## src/rtl/prs_pkg.sv

```systemverilog
// Shared types and constants for the point and rectangle owner select block.
`default_nettype none

package prs_pkg;

    // Fixed widths of the transfer fields.
    localparam int COORD_BITS    = 20;
    localparam int SLOT_W        = 6;
    localparam int MARGIN_W      = 10;
    localparam int MAX_RECTS_DEF = 64;

    localparam logic [MARGIN_W-1:0] MARGIN_RESET = MARGIN_W'(32);

    // Input transfer: a load of one table slot or a point query.
    typedef struct packed {
        logic                         req_type;
        logic [SLOT_W-1:0]            slot;
        logic                         has_box;
        logic signed [COORD_BITS-1:0] rect_left;
        logic signed [COORD_BITS-1:0] rect_bottom;
        logic signed [COORD_BITS-1:0] rect_right;
        logic signed [COORD_BITS-1:0] rect_top;
        logic signed [COORD_BITS-1:0] point_x;
        logic signed [COORD_BITS-1:0] point_y;
    } t_req;

    // Result transfer of one query.
    typedef struct packed {
        logic [SLOT_W-1:0] owner_index;
        logic              found;
        logic              by_containment;
    } t_res;

    // Request type codes as they arrive on the port.
    localparam logic REQ_LOAD  = 1'b0;
    localparam logic REQ_QUERY = 1'b1;

    // Command kinds after classification in the front end.
    typedef enum logic {
        CMD_LOAD,
        CMD_QUERY
    } t_cmd_kind;

    typedef struct packed {
        t_cmd_kind kind;
        t_req      req;
    } t_cmd;

    // One rectangle table entry.
    typedef struct packed {
        logic                         valid;
        logic signed [COORD_BITS-1:0] left;
        logic signed [COORD_BITS-1:0] bottom;
        logic signed [COORD_BITS-1:0] right;
        logic signed [COORD_BITS-1:0] top;
    } t_entry;

    // Command queue status seen by the front end and the back end.
    typedef struct packed {
        logic empty;
        logic full;
    } t_q_status;

    // Back end sequencer states.
    typedef enum logic [2:0] {
        BK_CLEAR,
        BK_IDLE,
        BK_SCAN,
        BK_DRAIN
    } t_back_state;

endpackage

`default_nettype wire

```

## src/rtl/prs_queue.sv

```systemverilog
// Two-entry command queue between the front end and the back end.
`default_nettype none

module prs_queue (
    input  wire logic                 i_clk,
    input  wire logic                 i_rst_n,
    input  wire logic                 i_push,
    input  wire prs_pkg::t_cmd        i_push_cmd,
    input  wire logic                 i_pop,
    output prs_pkg::t_q_status        o_status,
    output prs_pkg::t_cmd             o_head
);

    prs_pkg::t_cmd r_ent [2];
    logic          r_wp;
    logic          r_rp;
    logic [1:0]    r_cnt;

    assign o_status.empty = (r_cnt == 2'd0);
    assign o_status.full  = (r_cnt == 2'd2);
    assign o_head         = r_ent[r_rp];

    // Pointers and fill count.
    always_ff @(posedge i_clk) begin
        if (!i_rst_n) begin
            r_wp  <= 1'b0;
            r_rp  <= 1'b0;
            r_cnt <= 2'd0;
        end else begin
            if (i_push) begin
                r_wp <= ~r_wp;
            end
            if (i_pop) begin
                r_rp <= ~r_rp;
            end
            if (i_push && !i_pop) begin
                r_cnt <= r_cnt + 2'd1;
            end else if (i_pop && !i_push) begin
                r_cnt <= r_cnt - 2'd1;
            end
        end
    end

    // Entry storage.
    always_ff @(posedge i_clk) begin
        if (i_push) begin
            r_ent[r_wp] <= i_push_cmd;
        end
    end

endmodule

`default_nettype wire

```

## config.mk

```make
export PLATFORM = sky130hd
export DESIGN_NAME = prs_queue
export DESIGN_NICKNAME = d
export VERILOG_FILES = /design/src/rtl/prs_pkg.sv /design/src/rtl/prs_queue.sv
export SDC_FILE = /design/constraint.sdc
export NUM_CORES = 1
export LEC_CHECK = 0
export BUFFER_PORTS_ARGS = -buffer_cell sky130_fd_sc_hd__buf_2
export CAP_MARGIN = 25
export CELL_PAD_IN_SITES_DETAIL_PLACEMENT = 1
export CELL_PAD_IN_SITES_GLOBAL_PLACEMENT = 2
export CORE_UTILIZATION = 38
export DETAILED_ROUTE_END_ITERATION = 10
export GPL_TIMING_DRIVEN = 0
export PLACE_DENSITY = 0.79
export SLEW_MARGIN = 20
export SYNTH_ARGS = -nofsm -noshare
export SYNTH_HDL_FRONTEND = slang
export SYNTH_SLANG_ARGS = --single-unit
```

## constraint.sdc

```tcl
create_clock -name i_clk -period 9.95 [get_ports i_clk]
set_clock_uncertainty 0.15 [all_clocks]
set_input_delay 2.985 -clock i_clk [delete_from_list [all_inputs] [get_ports i_clk]]
set_output_delay 2.985 -clock i_clk [all_outputs]
set_load 0.02 [all_outputs]
```

* Yosys cells after proc, flatten, opt, wreduce, memory -nomap -nowiden
Memories as Yosys holds them, arrays and structs flattened. A register that Yosys moved wholly into a read port is not among the register bits.
Cells that the tools add are included.
** Storage, ports and cells
- RAM bits :: 258
- Output and inout bits :: 131
- Memories :: 1
- Register bits :: 4
- Word-level logic and storage cells :: 21
** Memory list
- r_ent :: depth 2, bits a word 129, read ports 1, clocked after Yosys merged registers in 1, write ports 1, line prs_queue.sv:14 : prs_pkg::t_cmd r_ent [2];
** Cells by class
- Multiplexer cells :: 6
- Reduce and logical (&&, ||, !) cells :: 6
- $add $sub $neg :: 2
- Equality and inequality tests :: 1
- Bitwise gates (word level) :: 2
** Operators with widths (count)
- two-way mux 1 bit :: 4
- two-way mux 2 bit :: 2
- adder 2 x 1 -> 2 bit (second input constant) :: 1
- == test 2 bit (second input constant) :: 1
- logical AND 1 bit :: 2
- logical NOT 1 bit :: 2
- logical NOT 2 bit :: 1
- NOT 1 bit :: 2
- nonzero test 2 bit :: 1
- subtractor 2 x 1 -> 2 bit (second input constant) :: 1

* Logic depth before layout (Yosys ltp)
- Word-level depth :: 4
- Gate-level depth with buffers :: 5

* Least setup slack after synthesis
OpenSTA, ideal clock, no wires.
- Kind :: input to register
- From :: input port i_push
- To :: memory r_ent[0][0] (netlist bit), enable pin
- Data required time :: 9166 ps
- Path buffers :: 0
- Path slack :: 559 ps
- Arrival :: 8607 ps
- Library setup time :: 634 ps
- Stages on the path :: 1
- Cell sequence :: nor2b_1
** On the way
- Word-level cells in the longest chain between the ends :: 2
** Ends and longest elaborated chain
- start, declared :: line prs_queue.sv:7 : input wire logic i_push,
- two-way mux 1 bit :: line prs_queue.sv:46 : if (i_push) begin
- two-way mux 1 bit (implied by the code) :: line prs_queue.sv:47 : r_ent[r_wp] <= i_push_cmd;
- end, declared :: line prs_queue.sv:14
Every way passes these cells.

==> results.toml <==
[synthesis]
synth.avg_cell_area_um2 = 22.6
synth_area_leaders = "edfxtp_1 81%, mux2_2 15%, buf_6 1.5%"
synth.area.mux_share_pct = 15.2
synth_fa_ha_area_share_pct = 0.131
synth_top_family_by_area = "multiplexers"
ys_types = 17
synthesis.nets = 557
synth_common_cells = "258 x edfxtp_1, 129 x mux2_2, 13 x buf_6, 5 x dfxtp_1, 4 x and2_1"
yosysMostFrequentCell = "edfxtp_1"
synth_edf_count = 258
syn_area_mm2 = 0.00957
ys_ff_latch = 263
synth_top_area_share_pct = 81.0
ys_async_sr_fraction_pct = 0
synth-compound-area-share_pct = 0.209
yosysWarnings = 0
netlist_instances = 423
synth_xor_area_share_pct = 0.275
ys_dominant_reg_cell = "edfxtp_1"
ys_seq_area_share_pct = 82.0
synth_top_area_cell = "edfxtp_1"
synthSimpleGateAreaFrac_pct = 0.588

[drt]
drt_iter0_drc = 133
ant_nets = 0
vias_per_cell = 4.62
wl_per_cell_um = 18.6
wirelength_um = 19700
drc = 0
dr_total_vias = 4904
first_pass_iters = 4

[die]
die_h_um = 161
initial_core_util_pct = 39.0
core_area_mm2 = 0.0245
die_w_um = 161
num_rows = 57
die_area_mm2 = 0.0258
io_pins = 264

[sta]
maxSlewViolCount = 0
max_freq_mhz = 200
fin_setup_tns_ns = 0
slew_headroom_pct = 53.0
post-route-period-util_pct = 50.3
hold_viol = 0
finalWorstPathRequiredPeriod_ns = 5.01
tightest_slew_ns = 0.704
whs_ns = 0.396
finalSetupViolCount = 0
rsz0062_at_grt = "false"

[global_routing]
antenna_found_initial = 2
grt_start_max_net_pins = 48
grt_usage_pct = 15.2
grt_pass1_vias = 5474
grt_overflow_total = 0
grt_pass1_wl_um = 30400

[run]
maxCapViolCount = 0

[cells_and_area]
fin_util_pct = 50.3
drive_above_1_share_pct = 60.9
seq_area_mm2 = 0.00785
multi_input_area_mm2 = 0.00158
antenna_cells = 0
fill_cells = 2333
final_cells = 1061
area_delta_synth_final_pct = 28.9
nets = 856

[place]
place_congestion = 0.736
dp_cells = 1017
port_buffers = 263
place.detailed.hpwl_um = 13900

[critical_path]
regToRegStartpoint = "r_wp$_SDFFE_PN0P_"
required_ns = 6.82
start_kind = "register"
path_class = "reg -> out"
cp-end-kind = "output port"
crit_path_max_fanout = 10
cp.arrival_ns = 1.87

[cts]
root_buffer = "clkbuf_16"
cts_buffers = 27
cts_resized = 0
insertion_delay_ns = 0.52
cts_setup_buffers = 0
clockBufferDepth = 3
clk_pin_slew_ns = 0.06
clkSinkCount = 263
hold_buffers = 0
cts_tree = "built"
htreeDepth = 1

[pwr]
p_per_area_mw_per_mm2 = 209
p_leak_nw = 4.62
power.total_mw = 2.58
ir_worst_vdd_mv = 0.171

[worst_hold_path]
min_path_type = "reg -> reg"
hold_path_startpoint = "r_cnt[1]$_SDFFE_PN0P_"

[outcome]
status = "finished clean"
[flip-flops by register name (all words and copies together), names as in the netlist, named ones only]
signal,cells
r_rp,1
r_ent,258
r_wp,1
r_cnt,2
[metal layers]
metal | up-vias | share of wire, % | track usage, %
met1 | 2412 | 40 | 17.9
met5 | - | 0.13 | 0
met3 | 33 | 6.5 | 3.85
li1 | 2283 | - | -
met4 | 4 | 2.3 | 3.69
met2 | 172 | 51 | 27.4
[cell type report]
class / instances / share of cell area, %
plain buffers: 14 / 1.23
inverters: 1 / 0.0304
multi-input cells: 145 / 12.8
well taps: 324 / 3.29
flip-flops and latches: 263 / 63.6
clock inverters: 10 / 1.18
clock buffers: 34 / 5.69
repair buffers: 270 / 12.2
[logic make-up after synthesis]
group | Yosys count
DFF | 263
muxes | 129
buffers and inverters | 15
and+or+nand+nor | 9
AOI/OAI and AO/OA | 3
xor gates and xnor gates | 3
adders and majority gates | 1
[metrics by stage]
stage,instance area [µm²],worst slack (ns)
finish,12300,4.94
global route,12300,4.83
CTS,12300,4.87
detailed placement,11500,5.01
global placement,11300,-2.50
floorplan,9570,0.559
[worst paths after layout]
kind,endpoint,slack (ns),cells after the start
worst min register to register,r_cnt[1]$_SDFFE_PN0P_,0.40,2
worst max register to register,r_ent[1][26]$_DFFE_PP_,7.86,3
worst max-delay path,o_head[18],4.94,4
worst min-delay path,r_cnt[1]$_SDFFE_PN0P_,0.40,2
[cell usage in the layout, fill, tap and decap left out]
cell type	Yosys	routed
mux2_2	129	129
buf_2	1	264
clkinv_1	0	4
xnor2_1	1	1
nor2b_4	0	1
clkinv_2	0	2
buf_12	0	1
bufinv_16	0	4
inv_1	1	1
a21boi_1	1	1
o21a_1	1	1
and2_1	4	3
and2b_2	1	1
ha_1	1	1
or3_1	1	1
dfxtp_1	5	5
nor2b_1	2	1
edfxtp_1	258	258
nor2_1	1	1
buf_16	0	6
and2_4	0	1
xor2_1	2	2
buf_6	13	13
o21ai_0	1	1
clkbuf_1	0	7
clkbuf_16	0	27
[critical path: stages (launching register included)]
cell and delay (ns):
dfxtp_1 0.39, buf_6 0.23, buf_6 0.20, mux2_2 0.35
buf_2 0.17
[power breakdown]
| group | switching (mW) | internal (mW) |
|---|---|---|
| combinational | 0.180 | 0.132 |
| sequential | 0.0141 | 1.28 |
| clock | 0.375 | 0.595 |
No activity file was read; power rests on OpenSTA's default activity.
