--- src/rtl/prs_pkg.sv ---
// Shared types and constants for the point and rectangle owner select block.
`default_nettype none

package prs_pkg;

    // Fixed widths of the transfer fields.
    localparam int COORD_BITS    = 20;
    localparam int SLOT_W        = 6;
    localparam int MARGIN_W      = 10;
    localparam int MAX_RECTS_DEF = 64;

    localparam logic [MARGIN_W-1:0] MARGIN_RESET = MARGIN_W'(32);

    // Input transfer: a load of one table slot or a point query.
    typedef struct packed {
        logic                         req_type;
        logic [SLOT_W-1:0]            slot;
        logic                         has_box;
        logic signed [COORD_BITS-1:0] rect_left;
        logic signed [COORD_BITS-1:0] rect_bottom;
        logic signed [COORD_BITS-1:0] rect_right;
        logic signed [COORD_BITS-1:0] rect_top;
        logic signed [COORD_BITS-1:0] point_x;
        logic signed [COORD_BITS-1:0] point_y;
    } t_req;

    // Result transfer of one query.
    typedef struct packed {
        logic [SLOT_W-1:0] owner_index;
        logic              found;
        logic              by_containment;
    } t_res;

    // Request type codes as they arrive on the port.
    localparam logic REQ_LOAD  = 1'b0;
    localparam logic REQ_QUERY = 1'b1;

    // Command kinds after classification in the front end.
    typedef enum logic {
        CMD_LOAD,
        CMD_QUERY
    } t_cmd_kind;

    typedef struct packed {
        t_cmd_kind kind;
        t_req      req;
    } t_cmd;

    // One rectangle table entry.
    typedef struct packed {
        logic                         valid;
        logic signed [COORD_BITS-1:0] left;
        logic signed [COORD_BITS-1:0] bottom;
        logic signed [COORD_BITS-1:0] right;
        logic signed [COORD_BITS-1:0] top;
    } t_entry;

    // Command queue status seen by the front end and the back end.
    typedef struct packed {
        logic empty;
        logic full;
    } t_q_status;

    // Back end sequencer states.
    typedef enum logic [2:0] {
        BK_CLEAR,
        BK_IDLE,
        BK_SCAN,
        BK_DRAIN
    } t_back_state;

endpackage

`default_nettype wire

--- src/rtl/prs_front.sv ---
// Front end: accepts input transfers, classifies them and feeds the command queue.
`default_nettype none

module prs_front #(
    parameter int MAX_RECTS = prs_pkg::MAX_RECTS_DEF
) (
    input  wire logic                 i_clk,
    input  wire logic                 i_rst_n,
    input  wire logic                 i_start,
    input  wire prs_pkg::t_req        i_req,
    input  wire logic                 i_ready,
    input  wire prs_pkg::t_q_status   i_q_status,
    output logic                      o_busy,
    output logic                      o_push,
    output prs_pkg::t_cmd             o_push_cmd
);

    logic          r_valid;
    prs_pkg::t_cmd r_cmd;
    logic          n_valid;
    logic          w_take;
    logic          w_keep;

    // The holding register drains into the queue whenever the queue has room.
    assign o_push     = r_valid && !i_q_status.full;
    assign o_push_cmd = r_cmd;
    assign o_busy     = !i_ready || (r_valid && i_q_status.full);
    assign w_take     = i_start && !o_busy;

    // Queries are always kept; loads that name a slot beyond the table are dropped.
    assign w_keep = (i_req.req_type == prs_pkg::REQ_QUERY) || (int'(i_req.slot) < MAX_RECTS);

    always_comb begin
        n_valid = r_valid;
        if (o_push) begin
            n_valid = 1'b0;
        end
        if (w_take && w_keep) begin
            n_valid = 1'b1;
        end
    end

    always_ff @(posedge i_clk) begin
        if (!i_rst_n) begin
            r_valid <= 1'b0;
        end else begin
            r_valid <= n_valid;
        end
    end

    // Classified command payload.
    always_ff @(posedge i_clk) begin
        if (w_take) begin
            r_cmd.req  <= i_req;
            r_cmd.kind <= (i_req.req_type == prs_pkg::REQ_QUERY) ? prs_pkg::CMD_QUERY
                                                                 : prs_pkg::CMD_LOAD;
        end
    end

endmodule

`default_nettype wire

--- config.mk ---
export PLATFORM = sky130hd
export DESIGN_NAME = prs_front
export DESIGN_NICKNAME = d
export VERILOG_FILES = /design/src/rtl/prs_pkg.sv /design/src/rtl/prs_front.sv
export SDC_FILE = /design/constraint.sdc
export NUM_CORES = 1
export LEC_CHECK = 0
export BUFFER_PORTS_ARGS = -buffer_cell sky130_fd_sc_hd__buf_2
export CAP_MARGIN = 0
export CORE_MARGIN = 1
export CORE_UTILIZATION = 36
export DETAILED_ROUTE_END_ITERATION = 16
export GPL_TIMING_DRIVEN = 0
export PLACE_DENSITY_LB_ADDON = 0.15
export SYNTH_ARGS = -nofsm -noshare
export SYNTH_HDL_FRONTEND = slang
export SYNTH_SLANG_ARGS = --single-unit
--- constraint.sdc ---
create_clock -name i_clk -period 8.6 [get_ports i_clk]
set_clock_uncertainty 0.05 [all_clocks]
set_input_delay 1.72 -clock i_clk [delete_from_list [all_inputs] [get_ports i_clk]]
set_output_delay 1.72 -clock i_clk [all_outputs]
set_load 0.1 [all_outputs]
* Word level (Yosys, flattened, before mapping) *
Cells that the tools add are included.

word-level totals
  register bits = 130
  input port bits = 134
  logic and storage cells = 22

cells by class
  mux-type cells = 3
  reductions and logical operators = 8

operator list
  kind                count
  logical AND 1 bit   3
  zero test 1 bit     3
  two-way mux 1 bit   3
  nonzero test 2 bit  1
  logical OR 1 bit    1

* Longest topological paths before layout *
  word-level depth = 5
  mapped depth = 2
  depth with buffers taken out = 2

* Worst setup path before layout *
No wires, ideal clock.

  path type = input port to flip-flop
  start = input port i_ready
  end = register r_cmd, in the netlist o_push_cmd[0] (enable)
  setup time = 0.658 ns
  data arrival time = 7.984 ns
  data required time = 7.892 ns
  slack = -0.092 ns
  stages on the path = 2
  buffers on the path = 0
  cells stage by stage = nand2_1 a21oi_1

between the ends
  longest elaborated chain between the ends = 4

RTL lines
  item               RTL line         source
  from (decl)        prs_front.sv:11  input wire logic i_ready,
  zero test 1 bit    prs_front.sv:27  assign o_busy = !i_ready || (r_valid && i_q_status.full);
  logical OR 1 bit   prs_front.sv:27
  zero test 1 bit    prs_front.sv:28  assign w_take = i_start && !o_busy;
  logical AND 1 bit  prs_front.sv:28
  to (decl)          prs_front.sv:19  prs_pkg::t_cmd r_cmd;

No other way between the ends.
A chain may end at the register's enable or synchronous reset.

* Worst setup path after layout *
  start = input port i_q_status[0] (netlist bit)
  end = output port o_push

between the ends
  longest elaborated chain between the ends = 2

RTL lines
  item               RTL line         source
  from (decl)        prs_front.sv:12  input wire prs_pkg::t_q_status i_q_status,
  zero test 1 bit    prs_front.sv:25  assign o_push = r_valid && !i_q_status.full;
  logical AND 1 bit  prs_front.sv:25
  to (decl)          prs_front.sv:14  output logic o_push,

No other way between the ends.

==> flow_metrics.env <==
export IMPL_clk_pin_slew_ps=60
export IMPL_final_cells=570
export IMPL_synthArstFlopShare=0
export IMPL_drv_cap=0
export IMPL_drive_gt1_frac=0.680
export IMPL_cp_arrival_ps=2460
export IMPL_post_place_cells=539
export IMPL_hp_start="r_valid"
export IMPL_ir_drop_mv=0.125
export IMPL_synth_cell_type_count=7
export IMPL_first_pass_iters=3
export IMPL_critPathMostFrequentCell="buf_2"
export IMPL_cts_setup_buffers=0
export IMPL_cp_depth=3
export IMPL_gr_usage_all_layers=0.154
export IMPL_grt_setup_unrepaired="no"
export IMPL_avgSynthCellArea_sq_um=28.7
export IMPL_ys_warn_count=0
export IMPL_syn_num_nets=270
export IMPL_seqPwrFrac=0.449
export IMPL_gp_congestion=0.735
export IMPL_cp_start_kind="primary input"
export IMPL_synth_top_cell_area_share=0.984
export IMPL_crit_chain="buf_2, and2b_2, buf_2"
export IMPL_setup_viol=0
export IMPL_synth_edf_count=128
export IMPL_status="complete, no violations"
export IMPL_min_period_over_period=0.492
export IMPL_seq_area_frac_synth=0.989
export IMPL_cts_htree_levels=4
export IMPL_drv_slew=0
export IMPL_synth_fa_ha_area_frac=0
export IMPL_synth_compound_area_share=0.00416
export IMPL_p_int_mw=1.17
export IMPL_numPortBuffers=263
export IMPL_pwr_share_clk=0.393
export IMPL_yosysMostFrequentCell="edfxtp_1"
export IMPL_routed_wl_microns=8680
export IMPL_startpoint="i_q_status[0]"
export IMPL_cts_tree="done"
export IMPL_max_slew_margin=0.407
export IMPL_synthXorXnorAreaFrac=0
export IMPL_cts_resized=0
export IMPL_fmax_mhz=236
export IMPL_min_period_ps=4230
export IMPL_cts_inserted_buffers=17
export IMPL_grt_antenna_before_repair=0
export IMPL_synthMuxAreaShare=0
export IMPL_ios=265
export IMPL_grt_max_degree=32
export IMPL_path_max_fanout=3
export IMPL_die_h_microns=106
export IMPL_synthTopCellsByArea="edfxtp_1 (98%), dfxtp_1 (0.51%), a21boi_2 (0.29%)"
export IMPL_insertedDiodeCount=0
export IMPL_die_x_microns=106
export IMPL_ant_nets=0
export IMPL_setup_worst_path_end_class="output port"
export IMPL_path_class="in -> out"
export IMPL_synth_top_family_by_area="simple AND/OR/NAND/NOR gates"
export IMPL_power_leakage_nw=2.56
export IMPL_yosys_top_cells_count="edfxtp_1 (128), nand2_1 (3)"
export IMPL_rr_worst_depth=3
export IMPL_dieArea_sq_mm=0.0113
export IMPL_ctsHoldBuffers=0
export IMPL_final_hold_viol_count=0
export IMPL_insertion_delay_ps=500
export IMPL_layout_nets=556
export IMPL_ys_ff_latch=129
export IMPL_core_area_sq_mm=0.0104
export IMPL_root_buffer="clkbuf_8"
export IMPL_hp_class="reg -> reg"
export IMPL_min_path_cells=2
export IMPL_initial_utilization=0.375
export IMPL_fp_row_count=37
export IMPL_synth_simple_area_share=0.00512
export IMPL_tightest_slew_ps=888
export IMPL_rr_startpoint="r_valid"
export IMPL_flow_area_growth_from_synthesis_pct=54.0
export IMPL_synthesis_area_sq_mm=0.00391
export IMPL_crit_slowest_cell="buf_2"
export IMPL_viasPerCell=4.19
export IMPL_p_sw_mw=0.454
export IMPL_vias=2388
export IMPL_power_density_mw_per_mm2=270
export IMPL_place_detailed_hpwl_microns=6510
export IMPL_wl_per_cell_microns=15.2
export IMPL_cpPeakStageDelay_ps=410
export IMPL_ys_flop_type="edfxtp_1"
export IMPL_pwr_share_comb=0.158
export IMPL_switching_share=0.279
export IMPL_overflow=0
export IMPL_grt_pass1_wl_microns=12300
export IMPL_critPathRequiredTime_ps=6830
export IMPL_yosysTopAreaCell="edfxtp_1"
export IMPL_crit_buf_inv=2
export IMPL_synth_cells=136
export IMPL_drc=0
export IMPL_critical_path_top_delay_family="buffers and inverters"
export IMPL_drt_iter0_drc=56
export IMPL_setup_tns_ps=0
export IMPL_ff2ff_setup_slack_ps=6660
export IMPL_clockBufferDepth=2
export IMPL_grt_pass1_vias=2489
export IMPL_clock_sinks=129
## worst paths after layout
check                         end
hold / removal            r_valid
hold reg to reg           r_valid
setup / recovery           o_push
setup reg to reg  o_push_cmd[109]
## per-layer routing
layer  vias to the layer above  part of all wire  GRT usage
li1                       1126                 -          -
met1                      1115              0.35      0.153
met2                       132              0.54      0.267
met3                        15             0.095     0.0674
met4                         0             0.021     0.0853
met5                         -                 0          0
## per-stage QoR
step / hold slack (ps) / cell area [sq um] / worst slack, ps / utilization / total power [mW]
after floorplan: 433 / 3910 / 2810 / - / 0.945
after global placement: 460 / 5400 / 1450 / 0.518 / 0.999
after detailed placement: 497 / 5490 / 4370 / 0.527 / 1.00
after CTS: 505 / 6020 / 4370 / 0.578 / 1.65
after global routing: 545 / 6020 / 4350 / 0.578 / 1.68
final: 496 / 6020 / 4370 / 0.578 / 1.63
## tightest hold or removal path, delay by kind of cell (launching register included)
family,cells,cell delay (ps)
AOI/OAI and AO/OA,1,50
and+or+nand+nor,1,100
DFF,1,340
## cell usage in the layout, fill, tap and decap left out
cell type,count
a21boi_2,1
dfxtp_1,1
a21oi_4,1
buf_16,1
clkbuf_8,1
clkbuf_1,6
bufinv_16,2
nand2_1,3
clkinv_2,5
buf_2,263
clkbuf_16,16
and2b_2,1
clkinv_1,1
buf_12,3
edfxtp_1,128
buf_4,1
## final cells by class
type,count,area (sq um)
clock buffer,23,437
timing repair buffer,267,1400
fill,874,4400
clock inverter,8,88.8
multi-input combinational,6,47.5
buffer,1,7.51
sequential,129,3860
tap,136,170
## logic make-up after synthesis
| logic type | after synthesis |
|---|---|
| flops | 129 |
| compound gates | 2 |
| simple gates | 4 |
| buf+inv | 1 |
## state kept, by name, summed over array words and instances (netlist names)
signal and count:
o_push_cmd 128, r_valid 1
## power groups by stage
stage	logic, mW	clock network (mW)	registers, mW
after global routing	0.264	0.682	0.733
after CTS	0.259	0.655	0.731
after detailed placement	0.259	0	0.743
after global placement	0.251	0	0.748
final	0.258	0.639	0.731
after floorplan	0.0152	0	0.930
Power figures use the tool's default switching activity.
